<file path="config.mk">
export PLATFORM = sky130hd
export DESIGN_NAME = lfs_sweep
export DESIGN_NICKNAME = d
export VERILOG_FILES = /design/src/sv/likelihood_field_splat_top_defines.svh /design/src/sv/lfs_pkg.sv /design/src/sv/lfs_sweep.sv
export SDC_FILE = /design/constraint.sdc
export NUM_CORES = 1
export LEC_CHECK = 0
export ABC_CLOCK_PERIOD_IN_PS = 7400
export BUFFER_PORTS_ARGS = -buffer_cell sky130_fd_sc_hd__buf_4
export CAP_MARGIN = 20
export CORE_ASPECT_RATIO = 0.9
export CORE_MARGIN = 3
export CORE_UTILIZATION = 61
export DETAILED_ROUTE_END_ITERATION = 10
export HOLD_SLACK_MARGIN = 0.08
export PLACE_DENSITY = 0.83
export SYNTH_ARGS = -nofsm -noshare
export SYNTH_HDL_FRONTEND = slang
export SYNTH_SLANG_ARGS = --single-unit
</file>
<file path="constraint.sdc">
create_clock -name i_clk -period 7.4 [get_ports i_clk]
set_input_delay 1.48 -clock i_clk [delete_from_list [all_inputs] [get_ports i_clk]]
set_output_delay 1.48 -clock i_clk [all_outputs]
set_load 0.05 [all_outputs]
</file>
<file path="src/sv/likelihood_field_splat_top_defines.svh">
// assertion macros for the likelihood field splat block
// needs i_clk and i_rst_n in the scope that uses them
`ifndef LIKELIHOOD_FIELD_SPLAT_TOP_DEFINES_SVH
`define LIKELIHOOD_FIELD_SPLAT_TOP_DEFINES_SVH

// antecedent implies consequent in the same cycle
`define LFS_ASSERT_SAME(label, ante, cons) \
    label: assert property (@(posedge i_clk) disable iff (!i_rst_n) (ante) |-> (cons)) \
        else $error("lfs assertion failed");

// antecedent implies consequent in the next cycle
`define LFS_ASSERT_NEXT(label, ante, cons) \
    label: assert property (@(posedge i_clk) disable iff (!i_rst_n) (ante) |=> (cons)) \
        else $error("lfs assertion failed");

`endif

</file>
<file path="src/sv/lfs_pkg.sv">
// shared constants, types and the weight table of the likelihood field splat block
// no dependencies
package lfs_pkg;

    localparam int CELL_XW   = 7;
    localparam int VAL_W     = 15;
    localparam int RADIUS    = 8;
    localparam int GRID_SIDE = 128;

    localparam int RAD_SQ = RADIUS * RADIUS;
    localparam int CELLS  = GRID_SIDE * GRID_SIDE;
    localparam int CELL_W = $clog2(CELLS);
    localparam int GX_W   = $clog2(GRID_SIDE);
    localparam int OFF_W  = $clog2(RADIUS + 1) + 1;
    localparam int CRD_W  = $clog2((2 ** CELL_XW) + RADIUS) + 1;
    localparam int D2_W   = $clog2(2 * RAD_SQ + 1);
    localparam int ROM_AW = (RAD_SQ > 1) ? $clog2(RAD_SQ) : 1;
    localparam int ROM_N  = 2 ** ROM_AW;

    localparam int WEIGHT_PEAK  = 25600;
    localparam int EXP_NUM      = 9;
    localparam int EXP_SHIFT    = 27;
    localparam int TAYLOR_TERMS = 24;
    localparam int SQUARINGS    = 3;

    localparam longint unsigned Q_ONE  = 64'd1 << 31;
    localparam longint unsigned Q_HALF = 64'd1 << 30;

    localparam logic REQ_SPLAT = 1'b0;
    localparam logic REQ_READ  = 1'b1;

    typedef logic [CELL_W-1:0] t_cell_addr;
    typedef logic [VAL_W-1:0]  t_value;

    typedef struct packed {
        logic       active;
        logic       last;
        logic       hit;
        t_cell_addr addr;
        t_value     weight;
    } t_step;

    // 100*exp(-4.5*d2/r^2) in unsigned 7.8, computed in integer arithmetic
    function automatic t_value weight_of(input int unsigned d2);
        longint unsigned u;
        longint unsigned term;
        longint unsigned e;
        longint          s;
        u = (64'(d2) * 64'(EXP_NUM)) << EXP_SHIFT;
        u = (u + 64'(RAD_SQ / 2)) / 64'(RAD_SQ);
        term = Q_ONE;
        s = longint'(Q_ONE);
        for (int k = 1; k <= TAYLOR_TERMS; k++) begin
            term = ((term * u) >> 31) / 64'(k);
            if (k[0]) begin
                s = s - longint'(term);
            end else begin
                s = s + longint'(term);
            end
        end
        if (s < 0) begin
            s = 0;
        end
        e = 64'(s);
        if (e > Q_ONE) begin
            e = Q_ONE;
        end
        for (int i = 0; i < SQUARINGS; i++) begin
            e = (e * e + Q_HALF) >> 31;
        end
        return VAL_W'((64'(WEIGHT_PEAK) * e + Q_HALF) >> 31);
    endfunction

    function automatic logic [ROM_N*VAL_W-1:0] build_rom();
        logic [ROM_N*VAL_W-1:0] r;
        r = '0;
        for (int i = 0; i < ROM_N; i++) begin
            if (i < RAD_SQ) begin
                r[i*VAL_W +: VAL_W] = weight_of(i);
            end
        end
        return r;
    endfunction

    localparam logic [ROM_N*VAL_W-1:0] WEIGHT_ROM = build_rom();

    function automatic t_cell_addr cell_addr(input logic [GX_W-1:0] x,
                                             input logic [GX_W-1:0] y);
        return CELL_W'(y) * CELL_W'(GRID_SIDE) + CELL_W'(x);
    endfunction

endpackage

</file>
<file path="src/sv/lfs_sweep.sv">
// walks the square around an obstacle cell, one cell per cycle
// depends on lfs_pkg for offsets, grid geometry and the weight table
module lfs_sweep (
    input  logic                        i_clk,
    input  logic                        i_rst_n,
    input  logic                        i_start,
    input  logic [lfs_pkg::CELL_XW-1:0] i_cell_x,
    input  logic [lfs_pkg::CELL_XW-1:0] i_cell_y,
    output lfs_pkg::t_step              o_step
);
    import lfs_pkg::*;

    localparam logic signed [OFF_W-1:0] OFF_LO = OFF_W'(-RADIUS);
    localparam logic signed [OFF_W-1:0] OFF_HI = OFF_W'(RADIUS);

    logic                    r_active;
    logic signed [OFF_W-1:0] r_dx;
    logic signed [OFF_W-1:0] r_dy;
    logic [CELL_XW-1:0]      r_cx;
    logic [CELL_XW-1:0]      r_cy;

    logic signed [2*OFF_W-1:0] sq_x;
    logic signed [2*OFF_W-1:0] sq_y;
    logic [D2_W-1:0]           d2;
    logic signed [CRD_W-1:0]   x;
    logic signed [CRD_W-1:0]   y;
    logic                      on_grid;
    logic                      in_disc;
    logic                      last;
    logic [ROM_AW-1:0]         rom_idx;

    always_comb begin
        sq_x    = r_dx * r_dx;
        sq_y    = r_dy * r_dy;
        d2      = D2_W'(unsigned'(sq_x)) + D2_W'(unsigned'(sq_y));
        x       = signed'(CRD_W'({1'b0, r_cx})) + CRD_W'(r_dx);
        y       = signed'(CRD_W'({1'b0, r_cy})) + CRD_W'(r_dy);
        on_grid = (int'(x) >= 0) && (int'(x) < GRID_SIDE)
               && (int'(y) >= 0) && (int'(y) < GRID_SIDE);
        in_disc = int'(d2) < RAD_SQ;
        last    = (r_dx == OFF_HI) && (r_dy == OFF_HI);
        rom_idx = ROM_AW'(d2);

        o_step.active = r_active;
        o_step.last   = r_active && last;
        o_step.hit    = r_active && on_grid && in_disc;
        o_step.addr   = cell_addr(GX_W'(unsigned'(x)), GX_W'(unsigned'(y)));
        o_step.weight = WEIGHT_ROM[int'(rom_idx)*VAL_W +: VAL_W];
    end

    always_ff @(posedge i_clk) begin
        if (!i_rst_n) begin
            r_active <= 1'b0;
        end else if (i_start) begin
            r_active <= 1'b1;
        end else if (r_active && last) begin
            r_active <= 1'b0;
        end
    end

    always_ff @(posedge i_clk) begin
        if (i_start) begin
            r_dx <= OFF_LO;
            r_dy <= OFF_LO;
            r_cx <= i_cell_x;
            r_cy <= i_cell_y;
        end else if (r_active) begin
            if (r_dx == OFF_HI) begin
                r_dx <= OFF_LO;
                r_dy <= r_dy + OFF_W'(1);
            end else begin
                r_dx <= r_dx + OFF_W'(1);
            end
        end
    end

endmodule

</file>
# [Word-level counts from Yosys, hierarchy flattened]
# Cells that the tools add are included.
[classes] add_sub_neg=6 multipliers=3 order_cmp=5 n_eq_ne=2 shift=1 muxes=3 reduce_logical=9
[ops] cell="$shiftx A960 B11 Y15 const A" n=1
[ops] cell="$add A8 B5 Y9" n=2
[ops] cell="$ge A9 B1 Y1 const B" n=2
[ops] cell="$lt A9 B9 Y1 const B" n=2
[ops] cell="$mul A5 B5 Y8" n=2
[ops] cell="$add A14 B7 Y14" n=1
[ops] cell="$add A5 B2 Y5 const B" n=2
[ops] cell="$eq A5 B5 Y1 const B" n=2
[ops] cell="$mul A6 B4 Y10 const B" n=1
[ops] cell="$add A8 B8 Y8" n=1
[ops] cell="$lt A8 B7 Y1 const B" n=1
[ops] cell="$logic_and A1 B1 Y1" n=7
[ops] cell="$mux W5" n=1
[ops] cell="$mux W1" n=2
[ops] cell="$reduce_and A2 Y1" n=1
[ops] cell="$reduce_bool A2 Y1" n=1
[totals] register_bits=25 input_bits=17 wordCells=34

# [Longest topological paths before layout]
# Gate-level depths: netlist of the first run.
[logic_depth] ltp_word=7 mapped_depth=21

# [Least setup slack after synthesis of the first run]
# OpenSTA, ideal clock, no wires.
[synth_path] path_kind="register to output" startpoint="register r_dx[4]" endpoint="output port o_step[12] (netlist bit)" t_arrival_ps=5752 required_time_ps=5920 setup_slack_ps=168 stages_incl_launch_ff=17 n_path_buf=3 path_cell_list="dfxtp_1 -> clkbuf_8 -> and2b_2 -> inv_1 -> fa_1 -> fa_1 -> fa_1 -> fa_1 -> inv_1 -> fa_1 -> inv_1 -> fa_1 -> xor2_2 -> buf_4 -> buf_4 -> nand2_1 -> a211oi_1"
[synth_lines] item="from (decl)" line="lfs_sweep.sv:17" source="logic signed [OFF_W-1:0] r_dx;"
[synth_lines] item="from (signal assigned)" line="lfs_sweep.sv:72" source="r_dx <= r_dx + OFF_W'(1);"
[synth_lines] item="to (decl)" line="lfs_sweep.sv:9" source="output lfs_pkg::t_step o_step"

==> flow_summary.ini, run 1 <==
[floorplanning]
num_rows = 27
die-height_um = 84.1
ioPinCount = 49
die_w_um = 92.8
fp.dieArea_um2 = 7810
start_util = 0.651
coreArea_um2 = 6350

[route]
wl_per_cell_um = 15.8
firstDrtPassIters = 8
wl_mm = 9.85
via_per_inst = 5.95
vias = 3711
postRouteAntennaNets = 0
drt_iter0_markers = 311
drc = 0

[synthesis]
synthXorXnorAreaFrac = 0.0813
yosysMostFrequentCell = inv_1
ys_warn_count = 0
synth_ff_type = edfxtp_1
synth_area_leaders = ha_1 (15%), fa_1 (13%), edfxtp_1 (10%), dfxtp_1 (5.3%), inv_1 (4.9%)
yosysUniqueCellTypes = 65
synth-compound-area-share = 0.194
avgSynthCellArea_um2 = 8.10
synth_fa_ha_area_frac = 0.274
synth_simple_gate_area_frac = 0.180
synth-seq-area-share = 0.155
synth_fp_nets = 603
synth_common_cells = inv_1 (54), ha_1 (49), nand2_1 (48)
synth_top_family_by_area = adder cells
yosysTopAreaCell = ha_1
yosys_register_bits = 25
synthCells = 511
synth_edf_count = 14
synthArstFlopShare = 0
synth_top_area_frac = 0.148
syn-cell-area_um2 = 4140
muxShareOfSynthArea = 0.0175

[timing]
fmax_mhz = 142
worst_slew_pin_slew_ps = 804
finalCritPeriodShare = 0.952
final_hold_viol_count = 0
maxSlewHeadroom = 0.464
skew_ps = 5.43
fin_crit_ps = 7040
slew_violations = 0
timing.setup.tns_ps = 0
rsz0062_at_grt = false
setup_viol = 0
fin_ws_ps = 357

[clock_tree]
postCtsSetupBuffers = 0
clockBufferDepth = 2
cts_sinks = 25
holdBufCountCts = 0
clk_pin_slew_worst_paths_ps = 90
cts_buffers = 3
h-tree-depth = 1
cts_tree = done
worstSkewPairLatency_ps = 280
ctsResizeCount = 0
clockRootBuffer = clkbuf_8

[run]
max_cap_viol_count = 0

[power]
ir_drop_v = 0.000126
cellLeakagePower_uw = 0.00207
power_density_nw_per_um2 = 244

[grt]
grt-busiest-layer = met2
grt-ovfl-total = 0
antenna_found_initial = 0
grt_start_max_net_pins = 47
use_met2 = 0.422
met3_usage = 0.0314
grt_pass1_wl_mm = 16.6
grt_pass1_vias = 3529
gr-usage-met1 = 0.353
grt_usage = 0.256

[critical_path]
setup.worst_path.start_class = flop
crit_path_end_kind = output pin
worstPathArrival_ps = 5560
worstPathMaxFanout = 15
crit_required_ps = 5920
worstSetupPathType = reg -> out

[hold_path]
worstHoldPathType = reg -> reg

[placed_design]
gp_congestion = 0.977
io_buffers = 48
hpwlAfterDp_mm = 7.54
place_ws_ps = 384

[outcome]
status = complete, no violations

[cells_and_area]
layout.nets = 630
diodes = 0
nFillCells = 510
drive_above_1_share = 0.153
fin_util = 0.711
areaGrowthSynthToFinish_pct = 9.13
## routing by layer
metal  routed length (um)  share of wire  vias to the layer above
met5                    0              0                        -
met4                  228          0.023                        0
met3                  669          0.068                       29
met2                 4850           0.49                      174
met1                 4100           0.42                     1705
li1                     -              -                     1803
## state kept, by name (all words and copies together) (netlist names)
register	cells
r_dx	5
r_active	1
r_cx	7
r_cy	7
r_dy	5
## worst max-delay path, cell delays in order (launching register included)
cell and delay, ps:
dfxtp_2 500, nor2b_1 260, xnor2_1 100, ha_1 270, inv_1 50, fa_1 560, fa_1 450, fa_1 550
inv_1 50, fa_1 560, inv_1 70, fa_2 440, xor2_2 420, nand3_1 200, and3_1 210, a31oi_1 160
a21oi_1 60, a21oi_1 170, buf_4 210
## cell type report
class,instances,area (um^2),area share
Clock buffer,3,41.3,0.00914
Sequential cell,25,646,0.143
Clock inverter,1,7.51,0.00166
Timing Repair Buffer,56,420,0.0931
Inverter,54,203,0.0449
Tap cell,87,109,0.0241
Multi-Input combinational cell,398,3090,0.684
## where the power goes
part           leakage (uW)  internal, uW  total [uW]  switching (uW)
combinational       0.00182           287         855             568
sequential         0.000226           155         160            5.62
clock             0.0000217          38.3        84.7            46.5
## worst paths after layout
| path | slack (ps) | from | end | cells past startpoint |
|---|---|---|---|---|
| worst max-delay path | 360 | r_dy[4]$_SDFFE_PP1P_ | o_step[9] | 18 |
| worst min-delay path | 630 | r_dy[3]$_SDFFE_PP1P_ | r_dy[3]$_SDFFE_PP1P_ | 2 |
| worst max register to register | 5600 | r_dx[1]$_SDFFE_PP0P_ | r_dx[0]$_SDFFE_PP0P_ | 5 |
| worst min register to register | 630 | r_dy[3]$_SDFFE_PP1P_ | r_dy[3]$_SDFFE_PP1P_ | 2 |
## per-stage QoR
| step | hold slack (ps) | cells | cell area [um^2] | power, uW |
|---|---|---|---|---|
| 2_1_floorplan | 590 | 511 | 4140 | 816 |
| 3_3_place_gp | 666 | 620 | 4460 | 990 |
| 3_5_place_dp | 680 | 620 | 4460 | 1010 |
| 4_1_cts | 693 | 624 | 4510 | 1100 |
| 5_1_grt | 668 | 624 | 4520 | 1170 |
| 6_report | 628 | 624 | 4520 | 1100 |
## kinds of logic (layout without fill, tap and decap cells)
group                    count (synthesis)  count (layout)
flip-flops                              25              25
AND/OR/NAND/NOR                        153             153
XOR/XNOR                                36              36
adder cells (fa/ha/maj)                 75              75
AO/OA/AOI/OAI                          127             127
buffers and inverters                   88             114
multiplexers                             7               7
## cells in the final DEF, fill, tap and decap left out, types with 3 or more instances in the layout
cell type	n
nor2b_1	9
nor2_1	42
a21o_1	5
a211oi_1	7
and2_1	10
xor2_1	12
nand2b_1	7
o31ai_1	4
nand3_1	11
mux2i_1	5
dfxtp_2	4
o211ai_1	6
edfxtp_1	14
and3_1	3
a31oi_1	7
a21oi_1	32
buf_4	56
o22ai_1	7
nand2_1	48
clkbuf_8	3
o21ai_0	33
xnor2_1	22
fa_1	25
o21a_1	4
dfxtp_1	7
inv_1	54
ha_1	49
nor3_1	8
o31a_1	3
No activity file was read; power rests on OpenSTA's default activity.
==> run 2, diff against run 1 <==
- ABC_CLOCK_PERIOD_IN_PS: 7400 -> 7200
- clock period: 7.4 -> 7.2 ns (I/O delays scaled with it)
==> flow_summary.ini, run 2 (synthesized netlist as in run 1, its figures left out) <==
[outcome]
status = complete, no violations

[timing]
setup_viol = 0
worst_slew_pin_slew_ps = 836
skew_ps = 5.41
fin_ws_ps = 254
fmax_mhz = 144
maxSlewHeadroom = 0.443
rsz0062_at_grt = false
fin_crit_ps = 6950
final_hold_viol_count = 0
finalCritPeriodShare = 0.965
slew_violations = 0
timing.setup.tns_ps = 0

[run]
max_cap_viol_count = 0

[grt]
grt_usage = 0.261
grt_start_max_net_pins = 47
grt_pass1_wl_mm = 17.0
grt-ovfl-total = 0
grt_pass1_vias = 3625
antenna_found_initial = 0

[route]
postRouteAntennaNets = 0
via_per_inst = 5.97
vias = 3768
wl_mm = 10.0
firstDrtPassIters = 5
drc = 0
drt_iter0_markers = 328
wl_per_cell_um = 15.9

[clock_tree]
clk_pin_slew_worst_paths_ps = 90
clockBufferDepth = 2
cts_buffers = 3
holdBufCountCts = 0
h-tree-depth = 1
clockRootBuffer = clkbuf_8
cts_tree = done
worstSkewPairLatency_ps = 280
cts_sinks = 25

[cells_and_area]
final_cell_mix = buf_4 (61), inv_1 (54), nand2_1 (48), ha_1 (48), nor2_1 (42)
largestRegisters = r_cx x7, r_cy x7
final_common_cell = buf_4
layout.nets = 637
diodes = 0
fin_util = 0.722
areaGrowthSynthToFinish_pct = 10.9
nFillCells = 536
drive_above_1_share = 0.164

[hold_path]
worstHoldPathType = reg -> reg
hold_depth = 2
hp-start = r_dy[3]$_SDFFE_PP1P_

[critical_path]
worstSetupPathType = reg -> out
rr_worst_depth = 7
setup.worst_path.start_class = flop
worstPathArrival_ps = 5510
crit_path_start = r_dy[1]$_SDFFE_PP0P_
crit_required_ps = 5760
worstPathMaxFanout = 21
reg2reg_from = r_dx[1]$_SDFFE_PP0P_
crit_path_end_kind = output pin

[floorplanning]
coreArea_um2 = 6350
fp.dieArea_um2 = 7810
ioPinCount = 49
die-height_um = 84.1
die_w_um = 92.8
start_util = 0.651
num_rows = 27

[power]
p_switching_uw = 651
ir_drop_v = 0.000140
switching_share = 0.558
cellLeakagePower_uw = 0.00210
p_total_uw = 1170
power_density_nw_per_um2 = 255
pwr-share-clk = 0.075
combPwrFrac = 0.784
p_int_uw = 517
seqPwrFrac = 0.141

[placed_design]
hpwlAfterDp_mm = 7.77
gp_congestion = 0.928
io_buffers = 48
place_ws_ps = 245
==> run 2: changes by cell type in the layout (fill, tap and decap cells not counted) <==
cell,change
xor2_4,+1
and2_1,-1
dfxtp_1,+2
and2_2,+1
dfxtp_2,-2
ha_1,-1
buf_6,+2
buf_4,+5
ha_2,+1
xor2_2,-1
==> run 2: worst max-delay path: stages, from the launching register on <==
cell	delay [ps]
dfxtp_2	470
nand2_1	150
fa_1	580
fa_1	450
fa_1	500
fa_1	550
inv_1	60
fa_1	570
inv_1	70
fa_2	450
xnor2_1	220
buf_6	230
nand2_1	70
and3_1	210
a31oi_1	160
a21oi_1	70
a21oi_1	200
buf_4	220
==> run 2: path summary, 6_finish.rpt <==
path | end | slack [ps]
setup / recovery | o_step[9] | 250
setup reg to reg | r_dy[4]$_SDFFE_PP1P_ | 5400
hold / removal | r_dy[3]$_SDFFE_PP1P_ | 610
hold reg to reg | r_dy[3]$_SDFFE_PP1P_ | 610
==> run 2: area by class of cell <==
cell class,count,area [um^2],share of cell area
timing repair buffer,63,480,0.105
tap,87,109,0.0237
sequential,25,643,0.140
clock buffer,3,41.3,0.00900
multi-input combinational,398,3100,0.677
inverter,54,203,0.0442
clock inverter,1,7.51,0.00164
==> run 2: timing repair <==
action | in CTS | in global routing
endpoints found under the setup margin | 2 | 14
pin swaps | 0 | 1
gates resized for setup | 1 | 7
setup buffers | 0 | 3
==> run 2: metal layers <==
metal	part of all wire	track usage	vias up
met5	0	0	-
met4	0.013	0.0519	0
met3	0.057	0.0296	14
met2	0.49	0.439	151
met1	0.44	0.365	1803
li1	-	-	1800
==> run 2: power groups by stage <==
stage | logic [uW] | registers, uW | clock network [uW]
after floorplan | 672 | 166 | 0
after global placement | 860 | 167 | 0
after detailed placement | 878 | 168 | 0
after CTS | 884 | 164 | 87.2
after global routing | 983 | 165 | 93.4
final | 915 | 164 | 88.0
==> run 2: stage by stage <==
stage / std cells / hold WS, ps / area (um^2)
floorplan: 511 / 590 / 4140
global placement: 624 / 659 / 4490
detailed placement: 624 / 673 / 4490
CTS: 628 / 697 / 4550
global route: 631 / 644 / 4590
finish: 631 / 608 / 4590
==> run 3, diff against run 2 <==
- PLACE_DENSITY: 0.83 -> 0.8
==> flow_summary.ini, run 3 (synthesized netlist as in run 1, its figures left out) <==
[clock_tree]
worstSkewPairLatency_ps = 270
holdBufCountCts = 0
clk_pin_slew_worst_paths_ps = 90
cts_tree = done
clockRootBuffer = clkbuf_8
clockBufferDepth = 2
cts_sinks = 25
h-tree-depth = 1
cts_buffers = 3

[route]
firstDrtPassIters = 5
postRouteAntennaNets = 0
via_per_inst = 5.83
wl_per_cell_um = 15.2
wl_mm = 9.54
drc = 0
drt_iter0_markers = 265
vias = 3655

[critical_path]
crit_chain = nor2b_1, xnor2_1, ha_1, inv_1, fa_1, fa_1, fa_1, inv_1, fa_1, inv_1, fa_2, nor2_1, a221oi_1, o21ai_0, a31oi_1, a31o_2, buf_4
reg2reg_from = r_dx[0]$_SDFFE_PP0P_
crit_path_end_kind = output pin
slowest_delay_ps = 680
rr_worst_depth = 7
crit_buf_inv = 4
reg2reg_slack_ps = 5500
critPathSlowestCell = fa_2
crit_required_ps = 5760
path_common_cell = fa_1
setup.worst_path.start_class = flop
worstPathArrival_ps = 5440
worstPathMaxFanout = 8
cp_top_family = adder cells
worstSetupPathType = reg -> out
r2r-end = r_dy[4]$_SDFFE_PP1P_

[hold_path]
hold_depth = 2
worstHoldPathType = reg -> reg
hold_end = r_dy[1]$_SDFFE_PP0P_
hp-start = r_dy[1]$_SDFFE_PP0P_

[grt]
grt_pass1_vias = 3502
grt_usage = 0.249
antenna_found_initial = 0
grt_pass1_wl_mm = 16.3
grt-ovfl-total = 0
grt_start_max_net_pins = 47

[placed_design]
gp_congestion = 0.921
hpwlAfterDp_mm = 7.38
io_buffers = 48

[timing]
fmax_mhz = 145
worst_slew_pin_slew_ps = 839
setup_viol = 0
rsz0062_at_grt = false
skew_ps = 1.09
fin_crit_ps = 6880
maxSlewHeadroom = 0.441
timing.setup.tns_ps = 0
slew_violations = 0
finalCritPeriodShare = 0.956
final_hold_viol_count = 0

[run]
max_cap_viol_count = 0

[floorplanning]
die_w_um = 92.8
num_rows = 27
ioPinCount = 49
start_util = 0.651
fp.dieArea_um2 = 7810
die-height_um = 84.1
coreArea_um2 = 6350

[cells_and_area]
diodes = 0
layout.nets = 633
final_common_cell = buf_4
drive_above_1_share = 0.156
final_cell_mix = buf_4 (58), inv_1 (54), ha_1 (49)
fin_util = 0.718
areaGrowthSynthToFinish_pct = 10.2
largestRegisters = r_cx x7, r_cy x7

[power]
power_density_nw_per_um2 = 250
ir_drop_v = 0.000174
cellLeakagePower_uw = 0.00209

[outcome]
status = complete, no violations
## run 3: cell types whose count changed in the layout (fill, tap and decap cells not counted), sizes merged
| cell | previous run | this run |
|---|---|---|
| buf | 63 | 59 |
## run 3: timing repair
item                       4_1_cts  5_1_grt
gates resized for setup          0        5
setup buffers                    0        0
setup endpoints to repair        0        9
## run 3: worst min-delay path, delay by kind of cell (launching register included)
family           cells  cell delay (ps)
multiplexers         1              150
AND/OR/NAND/NOR      1               50
flip-flops           1              390
## run 3: worst max-delay path by stage
stage / start / to / slack (ps) / cells past startpoint
after detailed placement: r_dy[1]$_SDFFE_PP0P_ / o_step[5] / 410 / 17
after global routing: r_dy[4]$_SDFFE_PP1P_ / o_step[10] / 40 / 17
after floorplan: r_dx[4]$_SDFFE_PP1P_ / o_step[12] / 8 / 16
after global placement: r_dy[1]$_SDFFE_PP0P_ / o_step[5] / 530 / 15
final: r_dy[4]$_SDFFE_PP1P_ / o_step[10] / 320 / 17
after CTS: r_dy[1]$_SDFFE_PP0P_ / o_step[5] / 110 / 15
## run 3: routing by layer
layer	vias up	track usage	wire, um
li1	1792	-	-
met1	1727	0.360	4340
met2	124	0.414	4590
met3	12	0.0224	491
met4	0	0.0439	123
met5	-	0	0
## run 3: per-stage QoR
stage	power [uW]	instances	hold WS, ps	setup WS (ps)	area (um^2)
final	1140	627	635	318	4560
after floorplan	838	511	590	8.45	4140
after global routing	1220	627	665	40.8	4560
after detailed placement	1050	623	656	413	4490
after CTS	1140	627	666	106	4540
after global placement	1040	623	645	528	4490
## run 3: area by class of cell
class / count / area, um^2
Sequential cell: 25 / 644
Inverter: 54 / 203
Clock inverter: 1 / 7.51
Clock buffer: 3 / 41.3
Tap cell: 87 / 109
Multi-Input combinational cell: 398 / 3100
Timing Repair Buffer: 59 / 455
Fill cell: 536 / 1790
## run 3: power by group
part / internal [uW] / switching [uW] / total (uW)
sequential: 159 / 5.84 / 165
combinational: 305 / 586 / 891
clock: 39.2 / 45.4 / 84.7
total: 504 / 637 / 1140
